<file path="src/design/cle_pkg.sv">
// Shared types and constants for the character LCD expander writer.
package cle_pkg;

	// Line length of the display, in characters.
	localparam int LINE_LENGTH = 16;

	localparam logic [7:0] LINE1_BASE = 8'h80;
	localparam logic [7:0] LINE2_BASE = 8'hC0;
	localparam logic [7:0] CMD_CLEAR  = 8'h01;
	localparam logic [7:0] CMD_HOME   = 8'h02;
	localparam logic [7:0] COUNT_MAX  = 8'hFF;

	// Step numbers within one request. Steps 0 to 7 send a command with the
	// RS drop and raise around it, steps 8 to 13 send a data byte.
	localparam logic [3:0] STEP_CMD_FIRST = 4'd0;
	localparam logic [3:0] STEP_CMD_HI_E  = 4'd2;
	localparam logic [3:0] STEP_CMD_LO    = 4'd4;
	localparam logic [3:0] STEP_CMD_LO_E  = 4'd5;
	localparam logic [3:0] STEP_CMD_LAST  = 4'd7;
	localparam logic [3:0] STEP_DATA      = 4'd8;
	localparam logic [3:0] STEP_DATA_HI_E = 4'd9;
	localparam logic [3:0] STEP_DATA_LO   = 4'd11;
	localparam logic [3:0] STEP_DATA_LO_E = 4'd12;
	localparam logic [3:0] STEP_LAST      = 4'd13;

	typedef enum logic [2:0] {
		REQ_DATA   = 3'd0,
		REQ_CMD    = 3'd1,
		REQ_CLEAR  = 3'd2,
		REQ_HOME   = 3'd3,
		REQ_SETPOS = 3'd4
	} req_t;

	// One request as it is being sent.
	typedef struct packed {
		logic       has_cmd;
		logic       has_data;
		logic [7:0] cmd_byte;
		logic [7:0] data_byte;
	} job_t;

	// One port byte produced by the byte generator.
	typedef struct packed {
		logic [7:0] port_byte;
		logic       last;
	} gen_t;

endpackage

</file>
<file path="src/design/char_lcd_expander_writer_unit.sv">
// Top level of the character LCD writer that drives a 4-bit LCD through a port expander.
//
//  Channel   Direction  Beat content
//  s_axis    in         tuser: req_type[2:0]; tdata: value[7:0], row[8], column[12:9]
//  m_axis    out        tdata: expander_byte[7:0]; tlast: last byte of a request
//  cfg       in         data: backlight_on
//
// A request yields 6, 8 or 14 port bytes, one per cycle when m_axis is not stalled.
// The step counter of the byte sequencer sets this: while one request occupies it,
// one more request waits in the input register.
// Unknown request types are taken and dropped without output.
// Reset clears the RS level, the character count, the latched nibble and backlight.
// A stall on m_axis holds the output byte and freezes the sequencer.
module char_lcd_expander_writer_unit (
	input  logic        clk,
	input  logic        arst_n,
	input  logic        s_axis_tvalid,
	output logic        s_axis_tready,
	input  logic [15:0] s_axis_tdata,  // value[7:0], row[8], column[12:9], zero[15:13]
	input  logic [2:0]  s_axis_tuser,  // req_type[2:0]
	output logic        m_axis_tvalid,
	input  logic        m_axis_tready,
	output logic [7:0]  m_axis_tdata,  // expander_byte[7:0]
	output logic        m_axis_tlast,
	input  logic        cfg_valid,
	output logic        cfg_ready,
	input  logic        cfg_data
);

	logic                 pend_valid_s1;
	cle_pkg::req_t        req_s1;
	logic [7:0]           value_s1;
	logic                 row_s1;
	logic [3:0]           column_s1;

	cle_pkg::job_t        job_q;
	logic                 job_valid_q;
	logic [3:0]           step_q;

	logic                 rs_q;
	logic [7:0]           count_q;
	logic [3:0]           nib_q;
	logic                 backlight_q;

	logic                 out_valid_q;
	logic [7:0]           out_byte_q;
	logic                 out_last_q;

	logic                 s_accept;
	logic                 type_known;
	logic                 out_free;
	logic                 emit;
	logic                 job_done;
	logic                 load;
	logic                 jump;
	cle_pkg::job_t        job_next;
	logic [3:0]           step_start;
	logic [7:0]           count_next;
	logic [7:0]           pos_base;
	cle_pkg::gen_t        gen;

	assign cfg_ready     = 1'b1;
	assign s_axis_tready = !pend_valid_s1 || load;
	assign s_accept      = s_axis_tvalid && s_axis_tready;
	assign type_known    = (s_axis_tuser <= 3'(cle_pkg::REQ_SETPOS));

	assign out_free = !out_valid_q || m_axis_tready;
	assign emit     = job_valid_q && out_free;
	assign job_done = emit && gen.last;
	assign load     = pend_valid_s1 && (!job_valid_q || job_done);

	assign m_axis_tvalid = out_valid_q;
	assign m_axis_tdata  = out_byte_q;
	assign m_axis_tlast  = out_last_q;

	cle_byte_gen u_byte_gen (
		.job       (job_q),
		.step      (step_q),
		.nib_cur   (nib_q),
		.rs_cur    (rs_q),
		.backlight (backlight_q),
		.gen       (gen)
	);

	// Decode the waiting request into the job that the sequencer runs next.
	always_comb begin
		jump       = (req_s1 == cle_pkg::REQ_DATA) &&
			(count_q == 8'(cle_pkg::LINE_LENGTH));
		pos_base   = row_s1 ? cle_pkg::LINE2_BASE : cle_pkg::LINE1_BASE;
		count_next = count_q;
		job_next.has_cmd   = 1'b1;
		job_next.has_data  = 1'b0;
		job_next.data_byte = value_s1;
		unique case (req_s1)
			cle_pkg::REQ_DATA: begin
				job_next.has_cmd  = jump;
				job_next.has_data = 1'b1;
				job_next.cmd_byte = cle_pkg::LINE2_BASE;
				if (count_q != cle_pkg::COUNT_MAX) begin
					count_next = count_q + 8'd1;
				end
			end
			cle_pkg::REQ_CMD: begin
				job_next.cmd_byte = value_s1;
			end
			cle_pkg::REQ_CLEAR: begin
				job_next.cmd_byte = cle_pkg::CMD_CLEAR;
				count_next        = '0;
			end
			cle_pkg::REQ_HOME: begin
				job_next.cmd_byte = cle_pkg::CMD_HOME;
				count_next        = '0;
			end
			cle_pkg::REQ_SETPOS: begin
				job_next.cmd_byte = pos_base + {4'd0, column_s1};
			end
			default: begin
				job_next.cmd_byte = '0;
			end
		endcase
		step_start = job_next.has_cmd ? cle_pkg::STEP_CMD_FIRST : cle_pkg::STEP_DATA;
	end

	always_ff @(posedge clk or negedge arst_n) begin
		if (!arst_n) begin
			pend_valid_s1 <= 1'b0;
			job_valid_q   <= 1'b0;
			step_q        <= '0;
			rs_q          <= 1'b0;
			count_q       <= '0;
			nib_q         <= '0;
			backlight_q   <= 1'b0;
			out_valid_q   <= 1'b0;
		end else begin
			if (cfg_valid && cfg_ready) begin
				backlight_q <= cfg_data;
			end

			if (s_accept) begin
				pend_valid_s1 <= type_known;
			end else if (load) begin
				pend_valid_s1 <= 1'b0;
			end

			if (load) begin
				job_valid_q <= 1'b1;
				step_q      <= step_start;
				count_q     <= count_next;
			end else if (job_done) begin
				job_valid_q <= 1'b0;
			end else if (emit) begin
				step_q <= step_q + 4'd1;
			end

			if (emit) begin
				rs_q        <= gen.port_byte[0];
				nib_q       <= gen.port_byte[7:4];
				out_valid_q <= 1'b1;
			end else if (m_axis_tready) begin
				out_valid_q <= 1'b0;
			end
		end
	end

	// Payload registers.
	always_ff @(posedge clk) begin
		if (s_accept) begin
			req_s1    <= cle_pkg::req_t'(s_axis_tuser);
			value_s1  <= s_axis_tdata[7:0];
			row_s1    <= s_axis_tdata[8];
			column_s1 <= s_axis_tdata[12:9];
		end
		if (load) begin
			job_q <= job_next;
		end
		if (emit) begin
			out_byte_q <= gen.port_byte;
			out_last_q <= gen.last;
		end
	end

	a_step_range : assert property (@(posedge clk) disable iff (!arst_n)
		job_valid_q |-> (step_q <= cle_pkg::STEP_LAST))
		else $error("sequencer step beyond the last byte of a request");

	a_rs_raised : assert property (@(posedge clk) disable iff (!arst_n)
		(emit && (step_q == cle_pkg::STEP_CMD_LAST)) |=> rs_q)
		else $error("RS not raised after a command");

	a_pend_kept : assert property (@(posedge clk) disable iff (!arst_n)
		(pend_valid_s1 && !load) |=> pend_valid_s1)
		else $error("waiting request lost");

	a_count_zero : assert property (@(posedge clk) disable iff (!arst_n)
		(load && ((req_s1 == cle_pkg::REQ_CLEAR) || (req_s1 == cle_pkg::REQ_HOME)))
		|=> (count_q == '0))
		else $error("character count not cleared by clear or home");

	a_emit_needs_room : assert property (@(posedge clk) disable iff (!arst_n)
		(out_valid_q && !m_axis_tready) |-> !emit)
		else $error("byte generated while output stalled");

endmodule

</file>
<file path="src/design/cle_byte_gen.sv">
// Port byte generator: maps a request and its step number to one expander byte.
module cle_byte_gen (
	input  cle_pkg::job_t job,
	input  logic [3:0]    step,
	input  logic [3:0]    nib_cur,
	input  logic          rs_cur,
	input  logic          backlight,
	output cle_pkg::gen_t gen
);

	logic [3:0] nib;
	logic       e_bit;
	logic       rs_bit;

	always_comb begin
		if (step == cle_pkg::STEP_CMD_FIRST) begin
			// RS drops while the previously latched nibble stays on the port.
			nib    = nib_cur;
			e_bit  = 1'b0;
			rs_bit = 1'b0;
		end else if (step < cle_pkg::STEP_CMD_LO) begin
			nib    = job.cmd_byte[7:4];
			e_bit  = (step == cle_pkg::STEP_CMD_HI_E);
			rs_bit = 1'b0;
		end else if (step < cle_pkg::STEP_CMD_LAST) begin
			nib    = job.cmd_byte[3:0];
			e_bit  = (step == cle_pkg::STEP_CMD_LO_E);
			rs_bit = 1'b0;
		end else if (step == cle_pkg::STEP_CMD_LAST) begin
			nib    = job.cmd_byte[3:0];
			e_bit  = 1'b0;
			rs_bit = 1'b1;
		end else if (step < cle_pkg::STEP_DATA_LO) begin
			nib    = job.data_byte[7:4];
			e_bit  = (step == cle_pkg::STEP_DATA_HI_E);
			rs_bit = rs_cur;
		end else begin
			nib    = job.data_byte[3:0];
			e_bit  = (step == cle_pkg::STEP_DATA_LO_E);
			rs_bit = rs_cur;
		end
		gen.port_byte = {nib, backlight, e_bit, 1'b0, rs_bit};
		gen.last      = (step == cle_pkg::STEP_LAST) ||
			((step == cle_pkg::STEP_CMD_LAST) && !job.has_data);
	end

endmodule

</file>
<file path="config.mk">
export PLATFORM = sky130hd
export DESIGN_NAME = char_lcd_expander_writer_unit
export DESIGN_NICKNAME = d
export VERILOG_FILES = /design/src/design/cle_pkg.sv /design/src/design/char_lcd_expander_writer_unit.sv /design/src/design/cle_byte_gen.sv
export SDC_FILE = /design/constraint.sdc
export NUM_CORES = 1
export LEC_CHECK = 0
export BUFFER_PORTS_ARGS = -buffer_cell sky130_fd_sc_hd__clkbuf_2
export CORE_MARGIN = 5
export CORE_UTILIZATION = 39
export DETAILED_ROUTE_END_ITERATION = 12
export PLACE_DENSITY_LB_ADDON = 0.25
export SYNTH_ARGS = -nofsm -noshare
export SYNTH_HDL_FRONTEND = slang
export SYNTH_SLANG_ARGS = --single-unit
export TNS_END_PERCENT = 50
</file>
<file path="constraint.sdc">
create_clock -name clk -period 5.79 [get_ports clk]
set_input_delay 1.4475 -clock clk [delete_from_list [all_inputs] [get_ports clk]]
set_output_delay 1.4475 -clock clk [all_outputs]
set_load 0.05 [all_outputs]
</file>
* Word-level counts from Yosys, hierarchy flattened *
Index checks and enable logic that the tools add are counted.
Widths: inputs -> output; s select.

operators by class
  bitwise gates (word level) = 0
  reduce and logical (&&, ||, !) cells = 24
  $mul = 0
  mux-type cells = 28
  div/mod/pow operators = 0
  eq/ne operators = 14
  magnitude comparators = 4
  $add $sub $neg = 3
  shift operators = 0

operator list
  operator             count
  $pmux 8 s5           1
  $mux 4               9
  $pmux 8 s2           1
  $mux 1               14
  $eq 4x4->1 const B   3
  $reduce_bool 2->1    5
  $add 8x1->8 const B  1
  $add 8x4->8          1
  $eq 4x3->1 const B   2
  $eq 8x5->1 const B   1
  $lt 4x3->1 const B   2
  $mux 8               1
  $ne 8x8->1 const B   1
  $mux 7               1
  $eq 3x2->1 const B   2
  $logic_and 1x1->1    6
  $add 4x1->4 const B  1
  $eq 4x2->1 const B   1
  $logic_not 1->1      4
  $logic_not 4->1      1
  $logic_or 1x1->1     4
  $lt 4x4->1 const B   1
  $ne 2x1->1 const B   2
  $eq 3x1->1 const B   1
  7 further kinds      7

word-level totals
  memories kept = 0
  register bits after elaboration = 62
  logic and storage cells = 91
  memory bits (read-only) = 0
  bits in latches = 0
  RAM bits = 0
  output and inout port bits = 12
  input port bits = 25

* Depth between registers and ports, before layout *
  depth after elaboration = 9
  gate-level depth with buffers = 8
  mapped depth without buffers = 8

* Cells and area by module *
From an unflattened synthesis, not the netlist that was laid out.

second synthesis, totals
  cells, all modules = 230
  area, all modules = 2,896.5 um^2

by module, submodules not included
  module                         seq. area each (um^2)  times used  cells each  area each (um^2)
  char_lcd_expander_writer_unit  1,816.7                1           178         2,547.4
  cle_byte_gen                   0.0                    1           52          349.1

* Worst setup path before layout *
OpenSTA, ideal clock, no wires.

  path kind = input -> output
  start point = input port m_axis_tready
  end point = output port s_axis_tready
  data required time = 4.343 ns
  slack = 2.024 ns
  arrival time = 2.318 ns
  stages on the path = 4
  path buffers = 0
  path through = nand2b_1 > nand2_1 > o21ai_0 > nand2b_1

between the ends
  longest elaborated chain between the ends = 6

RTL lines
  what                line                                 RTL
  start: declaration  char_lcd_expander_writer_unit.sv:22  input logic m_axis_tready,
  $logic_or 1x1->1    char_lcd_expander_writer_unit.sv:67  assign out_free = !out_valid_q || m_axis_tready;
  $logic_and 1x1->1   char_lcd_expander_writer_unit.sv:68  assign emit = job_valid_q && out_free;
  $logic_and 1x1->1   char_lcd_expander_writer_unit.sv:69  assign job_done = emit && gen.last;
  $logic_or 1x1->1    char_lcd_expander_writer_unit.sv:70  assign load = pend_valid_s1 && (!job_valid_q || job_done);
  $logic_and 1x1->1   char_lcd_expander_writer_unit.sv:70
  $logic_or 1x1->1    char_lcd_expander_writer_unit.sv:63  assign s_axis_tready = !pend_valid_s1 || load;
  end: declaration    char_lcd_expander_writer_unit.sv:18  output logic s_axis_tready,

Every way passes these cells.

* Final worst setup path *
Same ends and word-level chain as after synthesis.

==> results.md <==
- Buffers inserted to repair hold after CTS numbered 0.
- The global placer's final weighted congestion is 0.850.
- The flow ran to the end, and the final reports show no timing, DRC or antenna violations.
- The reg-to-reg critical path endpoint is value_s1[1].
- The global-route congestion overflow total is 0.
- The count of distinct cell types in the synthesized netlist is 40.
- The standard-cell row count is 31.
- The core region is 0.00714 mm².
- The number of failing hold endpoints at the final stage was 0.
- For the worst setup path, the data required time is 4.34 ns.
- The summed instance area of the synthesized netlist is 0.00282 mm².
- Of the total synthesized cell area, the portion taken by AND, OR, NAND and NOR gates is 0.153.
- By area the synthesized netlist is led by sky130_fd_sc_hd__edfxtp_1, sky130_fd_sc_hd__dfrtp_1, sky130_fd_sc_hd__mux2i_1.
- The count of buffers from port buffering is 31.
- Registers take 0.00176 mm².
- The global-route wire length before repair is 8.25 mm.
- The setup slack after placement is 1.84 ns.
- The area fraction in compound gates after synthesis is 0.105.
- The mean number of vias per cell is 4.85.
- The sort of element at the end of the critical path is a primary output.
- The area added between synthesis and finish is 14.7%.
- At the pin with the least slew margin, the transition time is 0.738 ns.
- The net total in the final layout is 296.
- The period utilization is 0.685.
- In this run the worst path has a maximum fanout of 5.
- The die is 95.0 µm tall.
- The post-detailed-placement cell area is 0.00304 mm².
- The number of standard cells after synthesis is 234.
- Setup repair after global routing left no endpoint under its margin.
- After synthesis, the largest family of logic cells by area is simple AND/OR/NAND/NOR gates.
- The total wire length is 4.90 mm.
- The number of DRC violations after detailed-routing iteration 0 is 65.
- The most critical setup path has its endpoint at s_axis_tready.
- The path type of the worst setup path is input pin to primary output.
- During synthesis, Yosys emitted a total of 0 warnings.
- The total of endpoints with negative setup slack in the final report is 0.
- For this design the ratio of total power to cell area is 421 mW/mm².
- STA classifies the critical path startpoint as an input pin.
- Of the total synthesized cell area, the portion taken by XOR and XNOR cells is 0.00311.
- The root buffer cell is sky130_fd_sc_hd__clkbuf_8.
- In this run, CTS created clock tree buffers numbering 9.
- Detailed routing placed a total of 203 µm of wire on met3.
- The worst-case headroom to the max-slew limit is 0.508.
- The setup slack of the most critical reg-to-reg path is 3.36 ns.
- The worst register-to-register path has a depth of 6.
- The share of the synthesized area in the top cell type is 0.437.
- The multi-input combinational cells in the finished layout cover a total of 966 µm².
- The wire-length estimate of the detail-placed layout is 3.41 mm.
- The path class of the tightest hold or removal check is flip-flop to flip-flop.
- The cell leakage power is 0.00125 µW.
- No sink is reached through more buffers than the 2 on the longest clock path.
- IR analysis of the VDD net gives a maximum drop of 0.149 mV.
- The clock tree from TritonCTS is done.
- The slack of the critical path is 1.82 ns.
- The pin count of the biggest net entering global routing is 22.
- The fill cell total of the finished layout is 706.
- The area of all placed cells without fillers is 0.00323 mm².
- The first TritonRoute pass finished after 4 iterations.
- Across every metal layer, demand over resource in global routing totals 0.122.
- The routed layout has 1791 vias.
- The remaining antenna violation count is 0.
- The detailed-routed wire length on met2 is 2.12 mm.
- Data on the critical path arrives at its endpoint at 2.52 ns.
- For the final database, setup skew stands at 0.00361 ns.
- The number of global-route vias before repair was 1741.
- For this configuration, the core starts out at a cell density of 0.395.
- After clock tree synthesis, the setup repair step added 0 buffers.
- The fraction of final layout cells with drive strength greater than 1 is 0.207.
- The clock sink count is 62.
- At the end of the flow the core is filled with cells to 0.453.
- The count of max-cap constraint violations is 0.
- The clock edge transition at the registers on the reported setup and hold paths is 0.07 ns.
- The worst-skew pair later-pin latency is 0.34 ns.
- The sum of negative setup slack is 0 ns.
- The cell taking the most area after synthesis is sky130_fd_sc_hd__edfxtp_1.
- The die covers 0.00902 mm².
- The beginning of the worst register-to-register path is step_q[0].
- The share of the Yosys chip area taken by registers is 0.624.
- The repair_antennas step left the layout with diodes totalling 0.
- In this run the horizontal extent of the chip is 95.0 µm.
- The detailed router put a total of 2.43 mm of wire on met1.
- The maximum operating frequency is 252 MHz.
- The number of antenna violations at the first check in global routing is 0.
- Subtracting the final worst setup slack from the clock period gives 3.97 ns.
- Of the total synthesized cell area, the portion taken by full adders, half adders and majority gates is 0.0267.
- The number of nets in the synthesized netlist is 265.
- During I/O placement, the number of pins put on the boundary was 37.
- The cell depth of the worst min-delay path is 0.
- Routed signal wires occupy layers up through met4.
- The count of pins over their slew limit is 0.
- The count of unresolved DRC violations after routing is 0.
- The smallest hold slack is 0.453 ns.
- The count of state elements after synthesis is 62.
- A synthesized cell averages 12.0 µm².
- The most critical setup path has its startpoint at m_axis_tready.
- The count of instances resized after the clock tree is built is 0.
- The multiplexer share of the synthesized area is 0.0524.
- The maximum level of the CTS H-tree is 3.
- The wire length per cell is 13.3 µm.
## synth_stat cells, drive strengths merged
cell,instances
edfxtp,41
dfrtp,21
nor2,17
o21ai,17
nand2,14
nand3,12
a21oi,11
inv,11
nand2b,10
o31ai,9
mux2i,8
nor2b,7
buf,6
ha,6
mux2,6
and2,5
clkbuf,5
a211oi,4
nor3b,4
nor3,3
a22oi,2
and3,2
conb,2
a31oi,1
a32oi,1
and3b,1
and4,1
nor4b,1
o211a,1
o311ai,1
o32a,1
or3,1
or3b,1
xnor2,1
## layer usage
layer / global-route usage / vias to the layer above
met4: 0.0853 / 0
met3: 0.0279 / 12
met1: 0.158 / 834
met2: 0.179 / 36
met5: 0 / -
li1: - / 909
## flip-flops by register name (all words and copies together) (netlist names)
name	flops
step_q	4
count_q	8
m_axis_tdata	7
row_s1	1
job_valid_q	1
value_s1	8
rs_q	1
backlight_q	1
req_s1	3
column_s1	4
pend_valid_s1	1
m_axis_tlast	1
nib_q	4
m_axis_tvalid	1
job_q	17
## metrics by stage
| stage | cells | power [µW] |
|---|---|---|
| 2_1_floorplan | 234 | 926 |
| 4_1_cts | 369 | 1370 |
| 3_5_place_dp | 353 | 1010 |
| 5_1_grt | 369 | 1440 |
| 6_report | 369 | 1360 |
| 3_3_place_gp | 353 | 1000 |
## placed cells by master, fill, tap and decap left out, types with 2 or more instances in the layout
cell type / synthesis / final
sky130_fd_sc_hd__edfxtp_1: 41 / 41
sky130_fd_sc_hd__clkbuf_2: 0 / 31
sky130_fd_sc_hd__dfrtp_1: 21 / 21
sky130_fd_sc_hd__nor2_1: 17 / 17
sky130_fd_sc_hd__nand2_1: 14 / 14
sky130_fd_sc_hd__o21ai_0: 13 / 13
sky130_fd_sc_hd__a21oi_1: 11 / 11
sky130_fd_sc_hd__inv_1: 10 / 10
sky130_fd_sc_hd__nand2b_1: 10 / 10
sky130_fd_sc_hd__nand3_1: 10 / 10
sky130_fd_sc_hd__o31ai_1: 9 / 9
sky130_fd_sc_hd__clkbuf_8: 0 / 9
sky130_fd_sc_hd__mux2i_1: 8 / 8
sky130_fd_sc_hd__nor2b_1: 7 / 7
sky130_fd_sc_hd__mux2_2: 6 / 6
sky130_fd_sc_hd__ha_1: 6 / 6
sky130_fd_sc_hd__and2_1: 5 / 5
sky130_fd_sc_hd__a211oi_1: 4 / 4
sky130_fd_sc_hd__o21ai_1: 4 / 4
sky130_fd_sc_hd__nor3_1: 3 / 3
sky130_fd_sc_hd__nor3b_1: 3 / 3
sky130_fd_sc_hd__clkinvlp_4: 0 / 3
sky130_fd_sc_hd__nand3_2: 2 / 2
sky130_fd_sc_hd__a22oi_1: 2 / 2
sky130_fd_sc_hd__and3_1: 2 / 2
sky130_fd_sc_hd__conb_1: 2 / 2
sky130_fd_sc_hd__clkinv_1: 0 / 2
## power breakdown
group	internal, µW	leakage, µW	switching [µW]	total [µW]
sequential	569	0.000632	77.3	646
clock	195	0.0000863	172	367
combinational	131	0.000533	217	348
total	894	0.00125	467	1360
## critical path, cell delays in order
cell	delay (ns)
sky130_fd_sc_hd__clkbuf_2	0.08
sky130_fd_sc_hd__nand2b_1	0.18
sky130_fd_sc_hd__nand2_1	0.09
sky130_fd_sc_hd__o21ai_0	0.24
sky130_fd_sc_hd__nand2b_1	0.18
sky130_fd_sc_hd__clkbuf_2	0.29
## worst min path at each step
stage / startpoint / to
after CTS: value_s1[6] / job_q[6]
after global routing: value_s1[4] / job_q[4]
after detailed placement: backlight_q / m_axis_tdata[3]
final: backlight_q / m_axis_tdata[3]
after floorplan: value_s1[4] / job_q[4]
after global placement: backlight_q / m_axis_tdata[3]
## kinds of logic after synthesis
logic type / Yosys count
AO/OA/AOI/OAI: 48
adder cells (fa/ha/maj): 6
flip-flops: 62
XOR/XNOR: 1
multiplexers: 14
buffers and inverters: 22
AND/OR/NAND/NOR: 79
other: 2
## area by class of cell
class | count | area share
Tap cell | 99 | 0.0383
Multi-Input combinational cell | 150 | 0.299
Clock inverter | 7 | 0.0201
Timing Repair Buffer | 31 | 0.0480
Sequential cell | 62 | 0.544
Clock buffer | 9 | 0.0383
Inverter | 11 | 0.0128
No activity file was read; power rests on OpenSTA's default activity.
